===== src/rtl/core/pca_pkg.sv =====
`timescale 1ns / 1ps
package pca_pkg;

    typedef enum logic [2:0] {
        OP_SET_FREQ    = 3'd0,
        OP_COMPARE     = 3'd1,
        OP_OFFSET      = 3'd2,
        OP_GNSS_RESYNC = 3'd3,
        OP_NTP_RESYNC  = 3'd4,
        OP_RELOAD      = 3'd5,
        OP_CLEAR_SYNC  = 3'd6,
        OP_UNUSED      = 3'd7
    } t_opcode;

    // configuration register indexes
    localparam logic [2:0] REG_CYC_LO   = 3'd0;
    localparam logic [2:0] REG_CYC_HI   = 3'd1;
    localparam logic [2:0] REG_CYC_FB   = 3'd2;
    localparam logic [2:0] REG_OFF_LO   = 3'd3;
    localparam logic [2:0] REG_OFF_HI   = 3'd4;
    localparam logic [2:0] REG_LEAD     = 3'd5;

    localparam int MAX_WRAPS_DEF = 64;
    localparam logic [15:0] WRAP_SAT   = 16'hFFFF;
    localparam logic [31:0] HIGH_STEP  = 32'h0001_0000;
    localparam logic [31:0] MS_DIV     = 32'd1000;
    // ceil(2^38 / 1000): x / 1000 == (x * MS_RECIP) >> 38 for every 32-bit x
    localparam logic [28:0] MS_RECIP   = 29'd274877907;

    // datapath commands issued by the controller
    typedef enum logic [3:0] {
        CMD_NONE,
        CMD_LATCH,      // register the input item
        CMD_EXEC,       // simple ops run by this one command
        CMD_DIV_START,  // cycles/1000 by reciprocal multiply
        CMD_NTP_MUL,    // multiply ms by quotient
        CMD_NTP_PROG,
        CMD_OFF_INIT,
        CMD_WRAP_ADD,
        CMD_WRAP_SUB,
        CMD_OFF_DONE
    } t_cmd;

    typedef struct packed {
        t_opcode op;
        logic    need_add;
        logic    need_sub;
    } t_status;

endpackage


===== src/rtl/core/pca_datapath.sv =====
`timescale 1ns / 1ps
module pca_datapath (
    input  logic              i_clk,
    input  logic              i_rst_n,
    input  pca_pkg::t_cmd     i_cmd,
    output pca_pkg::t_status  o_status,
    input  logic              i_cfg_we,
    input  logic [2:0]        i_cfg_index,
    input  logic [31:0]       i_cfg_data,
    input  logic [2:0]        i_opcode,
    input  logic [31:0]       i_value,
    input  logic [15:0]       i_capture_low,
    input  logic [15:0]       i_capture_high,
    input  logic signed [15:0] i_ntp_offset_ms,
    output logic [15:0]       o_compare_start,
    output logic [15:0]       o_compare_end,
    output logic [15:0]       o_compare_high,
    output logic              o_synced,
    output logic              o_gnss_adjust_pending,
    output logic              o_ntp_adjust_pending,
    output logic              o_fudge_active,
    output logic signed [31:0] o_phase_offset,
    output logic [15:0]       o_wraps_up,
    output logic [15:0]       o_wraps_down,
    output logic [31:0]       o_resync_count,
    output logic [31:0]       o_event_count
);
    import pca_pkg::*;

    // configuration
    logic [31:0] r_cyc_lo, r_cyc_hi, r_cyc_fb, r_off_lo, r_off_hi;
    logic [15:0] r_lead;
    // item latch
    t_opcode     r_op;
    logic [31:0] r_value;
    logic [31:0] r_cap;
    logic [15:0] r_ms;
    // state
    logic [31:0] r_meas, r_capt, r_offs;
    logic [15:0] r_cmp_s, r_cmp_e, r_cmp_h;
    logic        r_sync, r_gnss, r_ntp, r_fudge;
    logic [15:0] r_wup, r_wdn;
    logic [31:0] r_rsc, r_evc;
    // work registers
    logic [31:0] r_acc;     // offset under wrap / ntp adjust
    logic [31:0] r_quo;     // cycles / 1000

    // divide by 1000 as multiply by reciprocal, keep bits 60:38
    logic [60:0] w_recip_prod;
    assign w_recip_prod = {29'd0, r_meas} * {32'd0, MS_RECIP};

    // period programming shared by the compare, resync and reload ops
    logic [31:0] w_prog_in;
    logic        w_prog;
    logic        w_prog_fb;  // use fallback-checked frequency
    logic [31:0] w_meas_chk;
    assign w_meas_chk = (r_meas > r_cyc_hi || r_meas < r_cyc_lo) ? r_cyc_fb : r_meas;

    logic [31:0] w_c;
    logic [15:0] w_hi, w_lo;
    logic        w_hi_zero;
    assign w_c       = w_prog_in - 32'd1;
    assign w_lo      = w_c[15:0];
    assign w_hi_zero = (w_c[31:16] == 16'd0);
    assign w_hi      = w_hi_zero ? 16'd1 : w_c[31:16];

    // compare event with nothing pending: fudge is corrected and cleared
    logic        w_fudge_clr;
    assign w_fudge_clr = (i_cmd == CMD_EXEC) && (r_op == OP_COMPARE) &&
                         !r_gnss && !r_ntp && r_fudge;

    always_comb begin
        w_prog    = 1'b0;
        w_prog_fb = 1'b0;
        w_prog_in = r_meas;
        if (i_cmd == CMD_EXEC) begin
            unique case (r_op)
                OP_COMPARE: begin
                    if (r_gnss) begin
                        w_prog = 1'b1;
                        w_prog_fb = 1'b1;
                        w_prog_in = r_fudge ? w_meas_chk - HIGH_STEP : w_meas_chk;
                    end else if (r_ntp) begin
                        w_prog = 1'b1;
                        w_prog_in = r_fudge ? r_meas + r_offs : r_meas;
                    end else if (r_fudge) begin
                        w_prog = 1'b1;
                        w_prog_fb = 1'b1;
                        w_prog_in = w_meas_chk;
                    end
                end
                OP_GNSS_RESYNC: begin
                    w_prog = 1'b1;
                    w_prog_in = r_meas + r_offs;
                end
                OP_RELOAD: w_prog = 1'b1;
                default: ;
            endcase
        end else if (i_cmd == CMD_NTP_PROG) begin
            w_prog = 1'b1;
            w_prog_in = r_meas + r_acc;
        end
    end

    assign o_status.op       = r_op;
    assign o_status.need_add = $signed(r_acc) < $signed(r_off_lo);
    assign o_status.need_sub = $signed(r_acc) > $signed(r_off_hi);

    // configuration registers
    always_ff @(posedge i_clk) begin
        if (!i_rst_n) begin
            r_cyc_lo <= 32'd39990000;
            r_cyc_hi <= 32'd40010000;
            r_cyc_fb <= 32'd40000000;
            r_off_lo <= -32'sd20000000;
            r_off_hi <= 32'd20000000;
            r_lead   <= 16'd50;
        end else if (i_cfg_we) begin
            unique case (i_cfg_index)
                REG_CYC_LO: r_cyc_lo <= i_cfg_data;
                REG_CYC_HI: r_cyc_hi <= i_cfg_data;
                REG_CYC_FB: r_cyc_fb <= i_cfg_data;
                REG_OFF_LO: r_off_lo <= i_cfg_data;
                REG_OFF_HI: r_off_hi <= i_cfg_data;
                REG_LEAD:   r_lead   <= i_cfg_data[15:0];
                default: ;
            endcase
        end
    end

    // item latch and work registers
    always_ff @(posedge i_clk) begin
        if (i_cmd == CMD_LATCH) begin
            r_op    <= t_opcode'(i_opcode);
            r_value <= i_value;
            r_cap   <= {i_capture_high, i_capture_low};
            r_ms    <= i_ntp_offset_ms;
        end
        unique case (i_cmd)
            CMD_DIV_START: r_quo <= {9'd0, w_recip_prod[60:38]};
            CMD_NTP_MUL:  r_acc <= {{16{r_ms[15]}}, r_ms} * r_quo;
            CMD_OFF_INIT: r_acc <= r_value - r_capt;
            CMD_WRAP_ADD: r_acc <= r_acc + r_meas;
            CMD_WRAP_SUB: r_acc <= r_acc - r_meas;
            default: ;
        endcase
    end

    // architectural state
    always_ff @(posedge i_clk) begin
        if (!i_rst_n) begin
            r_meas  <= 32'd40000000;
            r_capt  <= '0;
            r_offs  <= '0;
            r_cmp_s <= '0;
            r_cmp_e <= '0;
            r_cmp_h <= '0;
            r_sync  <= 1'b0;
            r_gnss  <= 1'b0;
            r_ntp   <= 1'b0;
            r_fudge <= 1'b0;
            r_wup   <= '0;
            r_wdn   <= '0;
            r_rsc   <= '0;
            r_evc   <= '0;
        end else begin
            if (w_prog) begin
                r_cmp_s <= w_lo - r_lead;
                r_cmp_e <= w_lo;
                r_cmp_h <= w_hi;
            end
            // programming can only raise fudge; the plain compare event clears it
            if (w_fudge_clr) r_fudge <= 1'b0;
            else if (w_prog && w_hi_zero) r_fudge <= 1'b1;
            if (w_prog_fb) r_meas <= w_meas_chk;
            if (i_cmd == CMD_EXEC) begin
                unique case (r_op)
                    OP_SET_FREQ: r_meas <= r_value;
                    OP_COMPARE: begin
                        if (r_gnss) begin
                            if (!r_fudge) r_sync <= 1'b1;
                            r_gnss <= 1'b0;
                        end else if (r_ntp) begin
                            if (!r_fudge) r_sync <= 1'b1;
                            r_ntp <= 1'b0;
                        end else if (r_fudge) begin
                            r_sync  <= 1'b1;
                        end
                        r_evc  <= r_evc + 32'd1;
                        r_capt <= r_cap;
                    end
                    OP_GNSS_RESYNC: begin
                        r_gnss <= 1'b1;
                        r_wup  <= '0;
                        r_wdn  <= '0;
                        r_rsc  <= r_rsc + 32'd1;
                    end
                    OP_CLEAR_SYNC: r_sync <= 1'b0;
                    default: ;
                endcase
            end
            if (i_cmd == CMD_NTP_PROG) begin
                r_ntp <= 1'b1;
                r_rsc <= r_rsc + 32'd1;
            end
            if (i_cmd == CMD_WRAP_ADD && r_wdn != WRAP_SAT) r_wdn <= r_wdn + 16'd1;
            if (i_cmd == CMD_WRAP_SUB && r_wup != WRAP_SAT) r_wup <= r_wup + 16'd1;
            if (i_cmd == CMD_OFF_DONE) r_offs <= r_acc;
        end
    end

    assign o_compare_start       = r_cmp_s;
    assign o_compare_end         = r_cmp_e;
    assign o_compare_high        = r_cmp_h;
    assign o_synced              = r_sync;
    assign o_gnss_adjust_pending = r_gnss;
    assign o_ntp_adjust_pending  = r_ntp;
    assign o_fudge_active        = r_fudge;
    assign o_phase_offset        = r_offs;
    assign o_wraps_up            = r_wup;
    assign o_wraps_down          = r_wdn;
    assign o_resync_count        = r_rsc;
    assign o_event_count         = r_evc;
endmodule


===== src/rtl/core/pca_ctrl.sv =====
`timescale 1ns / 1ps
module pca_ctrl #(
    parameter int MAX_WRAPS = pca_pkg::MAX_WRAPS_DEF
) (
    input  logic             i_clk,
    input  logic             i_rst_n,
    input  logic             i_valid,
    output logic             o_stall,
    output logic             o_valid,
    input  logic             i_stall,
    input  pca_pkg::t_status i_status,
    output pca_pkg::t_cmd    o_cmd
);
    import pca_pkg::*;

    localparam int CW = $clog2(MAX_WRAPS + 1);

    typedef enum logic [3:0] {
        S_IDLE, S_DISPATCH, S_DIV, S_PROG,
        S_ADD, S_SUB, S_DONE, S_OUT
    } t_state;

    t_state      r_state;
    logic [CW-1:0] r_cnt;
    logic        r_valid;

    // no transfer is taken while in reset
    assign o_stall = (r_state != S_IDLE) || !i_rst_n;
    assign o_valid = r_valid;

    // command decode
    always_comb begin
        o_cmd = CMD_NONE;
        unique case (r_state)
            S_IDLE:     if (i_valid) o_cmd = CMD_LATCH;
            S_DISPATCH: begin
                if (i_status.op == OP_NTP_RESYNC) o_cmd = CMD_DIV_START;
                else if (i_status.op == OP_OFFSET) o_cmd = CMD_OFF_INIT;
                else o_cmd = CMD_EXEC;
            end
            S_DIV:  o_cmd = CMD_NTP_MUL;
            S_PROG: o_cmd = CMD_NTP_PROG;
            S_ADD:  if (i_status.need_add && r_cnt != CW'(MAX_WRAPS)) o_cmd = CMD_WRAP_ADD;
            S_SUB:  if (i_status.need_sub && r_cnt != CW'(MAX_WRAPS)) o_cmd = CMD_WRAP_SUB;
            S_DONE: o_cmd = CMD_OFF_DONE;
            default: ;
        endcase
    end

    // sequencer and result valid
    always_ff @(posedge i_clk) begin
        if (!i_rst_n) begin
            r_state <= S_IDLE;
            r_cnt   <= '0;
            r_valid <= 1'b0;
        end else begin
            unique case (r_state)
                S_IDLE: if (i_valid) r_state <= S_DISPATCH;
                S_DISPATCH: begin
                    r_cnt <= '0;
                    if (i_status.op == OP_NTP_RESYNC) r_state <= S_DIV;
                    else if (i_status.op == OP_OFFSET) r_state <= S_ADD;
                    else begin
                        r_state <= S_OUT;
                        r_valid <= 1'b1;
                    end
                end
                S_DIV: r_state <= S_PROG;
                S_PROG: begin
                    r_state <= S_OUT;
                    r_valid <= 1'b1;
                end
                S_ADD: begin
                    if (o_cmd == CMD_WRAP_ADD) r_cnt <= r_cnt + CW'(1);
                    else begin
                        r_cnt   <= '0;
                        r_state <= S_SUB;
                    end
                end
                S_SUB: begin
                    if (o_cmd == CMD_WRAP_SUB) r_cnt <= r_cnt + CW'(1);
                    else r_state <= S_DONE;
                end
                S_DONE: begin
                    r_state <= S_OUT;
                    r_valid <= 1'b1;
                end
                S_OUT: if (!i_stall) begin
                    r_valid <= 1'b0;
                    r_state <= S_IDLE;
                end
                default: r_state <= S_IDLE;
            endcase
        end
    end
endmodule


===== src/rtl/core/pps_compare_phase_aligner.sv =====
`timescale 1ns / 1ps
// PPS compare-output phase aligner. One item is taken at a time; its result is
// held on the outputs until transferred, and the next item can be taken the cycle
// after that. Most opcodes are executed directly; an NTP resync divides by 1000
// as a reciprocal multiply, then does the ms multiply, then the period update;
// an offset computation forms the offset, then takes up to MAX_WRAPS add wrap
// steps and up to MAX_WRAPS subtract wrap steps, one wrap step per cycle, then
// stores the offset.
module pps_compare_phase_aligner #(
    parameter int MAX_WRAPS = pca_pkg::MAX_WRAPS_DEF
) (
    input  logic              i_clk,
    input  logic              i_rst_n,
    input  logic              i_cfg_we,
    input  logic [2:0]        i_cfg_index,
    input  logic [31:0]       i_cfg_data,
    input  logic              i_valid,
    output logic              o_stall,
    input  logic [2:0]        i_opcode,
    input  logic [31:0]       i_value,
    input  logic [15:0]       i_capture_low,
    input  logic [15:0]       i_capture_high,
    input  logic signed [15:0] i_ntp_offset_ms,
    output logic              o_valid,
    input  logic              i_stall,
    output logic [15:0]       o_compare_start,
    output logic [15:0]       o_compare_end,
    output logic [15:0]       o_compare_high,
    output logic              o_synced,
    output logic              o_gnss_adjust_pending,
    output logic              o_ntp_adjust_pending,
    output logic              o_fudge_active,
    output logic signed [31:0] o_phase_offset,
    output logic [15:0]       o_wraps_up,
    output logic [15:0]       o_wraps_down,
    output logic [31:0]       o_resync_count,
    output logic [31:0]       o_event_count
);
    import pca_pkg::*;

    t_cmd    w_cmd;
    t_status w_status;

    pca_ctrl #(.MAX_WRAPS(MAX_WRAPS)) u_ctrl (
        .i_clk(i_clk), .i_rst_n(i_rst_n),
        .i_valid(i_valid), .o_stall(o_stall),
        .o_valid(o_valid), .i_stall(i_stall),
        .i_status(w_status), .o_cmd(w_cmd)
    );

    pca_datapath u_dp (
        .i_clk(i_clk), .i_rst_n(i_rst_n),
        .i_cmd(w_cmd), .o_status(w_status),
        .i_cfg_we(i_cfg_we), .i_cfg_index(i_cfg_index), .i_cfg_data(i_cfg_data),
        .i_opcode(i_opcode), .i_value(i_value),
        .i_capture_low(i_capture_low), .i_capture_high(i_capture_high),
        .i_ntp_offset_ms(i_ntp_offset_ms),
        .o_compare_start(o_compare_start), .o_compare_end(o_compare_end),
        .o_compare_high(o_compare_high), .o_synced(o_synced),
        .o_gnss_adjust_pending(o_gnss_adjust_pending),
        .o_ntp_adjust_pending(o_ntp_adjust_pending),
        .o_fudge_active(o_fudge_active), .o_phase_offset(o_phase_offset),
        .o_wraps_up(o_wraps_up), .o_wraps_down(o_wraps_down),
        .o_resync_count(o_resync_count), .o_event_count(o_event_count)
    );
endmodule


===== config.mk =====
export PLATFORM = sky130hd
export DESIGN_NAME = pps_compare_phase_aligner
export DESIGN_NICKNAME = d
export VERILOG_FILES = /design/src/rtl/core/pca_pkg.sv /design/src/rtl/core/pca_datapath.sv /design/src/rtl/core/pca_ctrl.sv /design/src/rtl/core/pps_compare_phase_aligner.sv
export SDC_FILE = /design/constraint.sdc
export NUM_CORES = 2
export LEC_CHECK = 0
export BUFFER_PORTS_ARGS = -buffer_cell sky130_fd_sc_hd__buf_2
export CAP_MARGIN = 15
export CORE_MARGIN = 1
export CORE_UTILIZATION = 58
export CTS_BUF_LIST = sky130_fd_sc_hd__clkbuf_4 sky130_fd_sc_hd__clkbuf_8
export DETAILED_ROUTE_END_ITERATION = 7
export PLACE_DENSITY = 0.88
export SYNTH_ARGS = -nofsm -noshare
export SYNTH_HDL_FRONTEND = slang
export SYNTH_HIERARCHICAL = 1
export SYNTH_SLANG_ARGS = --single-unit

===== constraint.sdc =====
create_clock -name i_clk -period 20.1 [get_ports i_clk]
set_clock_uncertainty 0.2 [all_clocks]
set_input_delay 1.005 -clock i_clk [delete_from_list [all_inputs] [get_ports i_clk]]
set_output_delay 1.005 -clock i_clk [all_outputs]
set_load 0.02 [all_outputs]

# Yosys cells after proc, flatten, opt, wreduce, memory -nomap -nowiden
# Cells that the tools add are included.
# W data, S select, Z words.
word_totals:
  latchBits: 0
  in_bits: 123
  n_memories: 0
  output_inout_bits: 182
  wordCells: 198
  regBits: 570
  romBits: 0
  ramBits: 0
op_classes:
  n_mux: 61
  add_sub_neg: 12
  n_bitwise: 1
  n_shift: 0
  n_reduce_logical: 50
  order_cmp: 4
  n_div: 0
  multipliers: 2
  n_eq_ne: 39
ops:
  columns: ["op", "n"]
  rows:
  - ["$mux W32", 14]
  - ["$pmux W32 S4", 1]
  - ["$mux W16", 5]
  - ["$add A32 B1 Y32 const B", 2]
  - ["$add A32 B32 Y32", 2]
  - ["$gt A32 B32 Y1", 2]
  - ["$lt A32 B32 Y1", 2]
  - ["$pmux W32 S2", 1]
  - ["$sub A32 B32 Y32", 2]
  - ["$mul A32 B29 Y61 const B", 1]
  - ["$pmux W4 S7", 2]
  - ["$add A16 B1 Y16 const B", 2]
  - ["$eq A4 B3 Y1 const B", 8]
  - ["$mul A16 B24 Y32", 1]
  - ["$ne A16 B16 Y1 const B", 2]
  - ["$sub A32 B1 Y32 const B", 1]
  - ["$sub A32 B17 Y32 const B", 1]
  - ["$mux W4", 7]
  - ["$reduce_and A2 Y1", 12]
  - ["$mux W1", 21]
  - ["$pmux W7 S3", 1]
  - ["$reduce_bool A2 Y1", 9]
  - ["$eq A4 B2 Y1 const B", 4]
  - ["$logic_not A16 Y1", 1]
  - ["other kinds (27)", 65]

# Logic depth before layout (Yosys ltp)
logic_depth:
  depth_word: 11
  mapped_depth: 45

# Cells and area by module
# Netlist, hierarchy kept.
by_module_without_submodules:
  columns: ["mod", "cells_each", "area_per_inst_um2", "instances", "seq_area_each_um2"]
  rows:
  - ["pca_datapath", 6836, 58693.8, 1, 12552.0]
  - ["pca_ctrl", 95, 802.0, 1, 220.2]

# Worst setup path after synthesis
# Ideal clock, no wire load.
synth_timing:
  path_type: "flip-flop to flip-flop"
  start: "register u_dp.r_acc[1]"
  end: "register u_dp.r_cap[0], enable pin"
  path_buffers: 1
  setup_ns: 0.626
  t_required_ns: 19.274
  path_stages_with_launch: 22
  synth_period_minus_slack_ns: 9.899
  arrival_time_ns: 9.073
  slack_ns: 10.201
  path_cell_list: "edfxtp_1 -> ha_1 -> a21o_1 -> a21o_1 -> a21o_1 -> a21o_1 -> a21o_1 -> a21oi_1 -> nor2b_1 -> o21ai_0 -> a21oi_1 -> o211ai_1 -> a21oi_1 -> o31ai_1 -> a21oi_1 -> o21ai_0 -> o21ai_1 -> a21oi_1 -> a21o_1 -> clkbuf_1 -> nand2b_1 -> nor3_1"
synth_rtl:
  columns: ["element", "line", "rtl"]
  rows:
  - ["start: declaration", "pca_datapath.sv:45", "logic [31:0] r_acc;"]
  - ["start signal: assignment", "pca_datapath.sv:141", "CMD_NTP_MUL: r_acc <= {{16{r_ms[15]}}, r_ms} * r_quo;"]
  - ["start signal: assignment", "pca_datapath.sv:142", "CMD_OFF_INIT: r_acc <= r_value - r_capt;"]
  - ["start signal: assignment", "pca_datapath.sv:143", "CMD_WRAP_ADD: r_acc <= r_acc + r_meas;"]
  - ["end signal: assignment", "pca_datapath.sv:136", "r_cap <= {i_capture_high, i_capture_low};"]
  - ["end: declaration", "pca_datapath.sv:36", "logic [31:0] r_cap;"]

==> results.py <==
metrics = {
    "status": {
        "run_status": "complete, no violations",
    },
    "yosys": {
        "synth_edf_count": 138,
        "synth_area_per_cell_sq_um": 8.58,
        "synth_compound_area_frac": 0.147,
        "synth-xor-area-share": 0.0368,
        "async_flop_share": 0,
        "synthCells": 6931,
        "synth_top_family_by_area": "adder cells",
        "synth-simple-area-share": 0.162,
        "syn_area_sq_mm": 0.0595,
        "synth_ff_type": "dfxtp_1",
        "synth-adder-area-share": 0.354,
        "synth-seq-area-share": 0.215,
        "yosys_warnings": 6,
        "synth.distinct_cells": 103,
        "synth_mux_area_frac": 0.00292,
        "syn_nets": 8389,
        "ys_seq_elements": 569,
    },
    "critical_path": {
        "start_kind": "flop",
        "crit_required_ns": 20.53,
        "max_stage_delay_ns": 0.86,
        "cpMostUsedCell": "o21ai_0",
        "crit_fanout": 13,
        "cp_slowest_cell": "a31oi_1",
        "critPathCaptureType": "flop",
        "path_class": "flop to flop",
        "worstPathArrival_ns": 10.69,
    },
    "grt": {
        "grt_usage": 0.403,
        "overflow": 0,
        "grt_max_degree": 126,
        "grt_antenna_before_repair": 13,
        "grt_pass1_wl_um": 317000,
        "grt_pass1_vias": 53500,
    },
    "timing": {
        "hold_violations": 0,
        "finalHoldWorstSlack_ns": 0.156,
        "slew_headroom": 0.202,
        "fin_setup_tns_ns": 0,
        "tightest_slew_ns": 1.18,
        "fin_crit_ns": 10.26,
        "fmax_ghz": 0.0975,
        "rsz0062_at_grt": "false",
        "drv_slew": 0,
        "setup-violations-final": 0,
        "finalCritPeriodShare": 0.510,
        "layout_setup_ws_ns": 9.84,
    },
    "die": {
        "initial_core_util": 0.585,
        "die_w_um": 322,
        "core_sq_mm": 0.102,
        "dieArea_sq_mm": 0.104,
        "rows": 117,
        "ios": 305,
        "die_y_um": 322,
    },
    "placed_design": {
        "post_dp_cell_area_sq_mm": 0.0624,
        "gp_congestion": 1.04,
        "io_buffers": 304,
        "dpl_worst_slack_ns": 10.46,
        "hpwl_um": 162000,
    },
    "drt": {
        "wirelength_um": 212000,
        "wl_per_cell_um": 24.6,
        "ant_nets": 0,
        "drt_iter0_markers": 6366,
        "route.detailed.drc": 0,
        "via_per_inst": 6.28,
        "dr.pass1.iters": 7,
        "routed-via-count": 54100,
    },
    "final_layout": {
        "final_common_cell": "inv_1",
        "final_area_sq_mm": 0.0649,
        "area_delta_synth_final_pct": 9.04,
        "num-nets-final": 8595,
        "final_cell_mix": "1007 x inv_1, 958 x nand2_1, 758 x ha_1",
        "drive_gt1_frac": 0.0934,
        "fillers": 8088,
    },
    "clock_network": {
        "post_cts_resized": 0,
        "clk_latency_ns": 0.82,
        "clock_sinks": 569,
        "holdBufCountCts": 0,
        "postCtsSetupBuffers": 0,
        "clkTransAtPathRegs_ns": 0.07,
        "root_buffer": "clkbuf_8",
        "cts_buffers": 103,
        "cts_tree": "yes",
        "htreeDepth": 3,
        "clock_path_buffers": 3,
    },
    "job": {
        "maxCapViolCount": 0,
    },
    "hold_path": {
        "hold_path_class": "input pin to flop",
    },
}
through the flow:
| step | cells | utilization |
|---|---|---|
| floorplan | 6931 | - |
| global placement | 8400 | 0.613 |
| detailed placement | 8400 | 0.613 |
| CTS | 8593 | 0.637 |
| global route | 8597 | 0.638 |
| finish | 8601 | 0.638 |
Yosys cell counts (134+ instances only):
master / count / area (sq um)
a21oi_1: 507 / 2540
o21ai_0: 253 / 1270
nand2_1: 960 / 3600
xnor2_1: 151 / 1320
fa_1: 577 / 11600
dfxtp_1: 431 / 8630
ha_1: 758 / 9480
clkbuf_1: 267 / 1000
edfxtp_1: 138 / 4140
nor2_1: 362 / 1360
and2_1: 134 / 838
inv_1: 1007 / 3780
registers in the layout, indices dropped and copies added, names as in the netlist, 23 cells and up:
name                 cells
u_dp/r_value            32
u_dp/o_phase_offset     32
u_dp/r_capt             32
u_dp/r_off_hi           32
u_dp/r_quo              23
u_dp/r_cap              32
u_dp/o_resync_count     32
u_dp/r_cyc_lo           32
u_dp/r_cyc_hi           32
u_dp/r_cyc_fb           32
u_dp/o_event_count      32
u_dp/r_meas             32
u_dp/r_acc              32
u_dp/r_off_lo           32
critical path: cells and delay by family (launching register included):
kind	cells	cell delay [ns]
xor gates and xnor gates	1	0.09
adders and majority gates	3	0.94
AOI/OAI and AO/OA	24	5.02
DFF	1	0.56
buffers and inverters	2	0.37
and+or+nand+nor	12	2.89
metal layers:
metal / GRT usage / wire length [um] / vias to the layer above
met1: 0.518 / 80000 / 26000
met2: 0.596 / 89300 / 3539
met4: 0.221 / 13300 / 20
li1: - / - / 23700
met3: 0.135 / 28600 / 800
met5: 0.0130 / 294 / -
logic make-up (layout without fill, tap and decap cells):
| family | after synthesis | after routing |
|---|---|---|
| and+or+nand+nor | 2072 | 2072 |
| AOI/OAI and AO/OA | 1384 | 1384 |
| adders and majority gates | 1335 | 1335 |
| buffers and inverters | 1304 | 1598 |
| DFF | 569 | 569 |
| xor gates and xnor gates | 250 | 250 |
| muxes | 17 | 17 |
| other | 0 | 8 |
worst paths after layout:
check / start / end / slack, ns / depth (start not counted)
setup / recovery: u_dp/r_acc[9] / u_dp/o_compare_start[15] / 9.84 / 42
hold / removal: i_value[23] / u_dp/r_value[23] / 0.16 / 1
setup reg to reg: u_dp/r_acc[9] / u_dp/o_compare_start[15] / 9.84 / 42
hold reg to reg: u_dp/o_compare_end[11] / u_dp/o_compare_end[11] / 0.25 / 2
cell type report:
cell class,instances,area (sq um),area share
well taps,1368,1710,0.0264
flip-flops and latches,569,12800,0.197
clock buffers,155,1950,0.0301
clock inverters,38,517,0.00797
inverters,1011,3820,0.0588
multi-input cells,5058,41900,0.646
repair buffers,394,2200,0.0339
diodes,8,20.0,0.000309
Power is left out: the tool's default activity adds up to more than one toggle a clock period on the data nets, which glitch-free logic cannot reach.
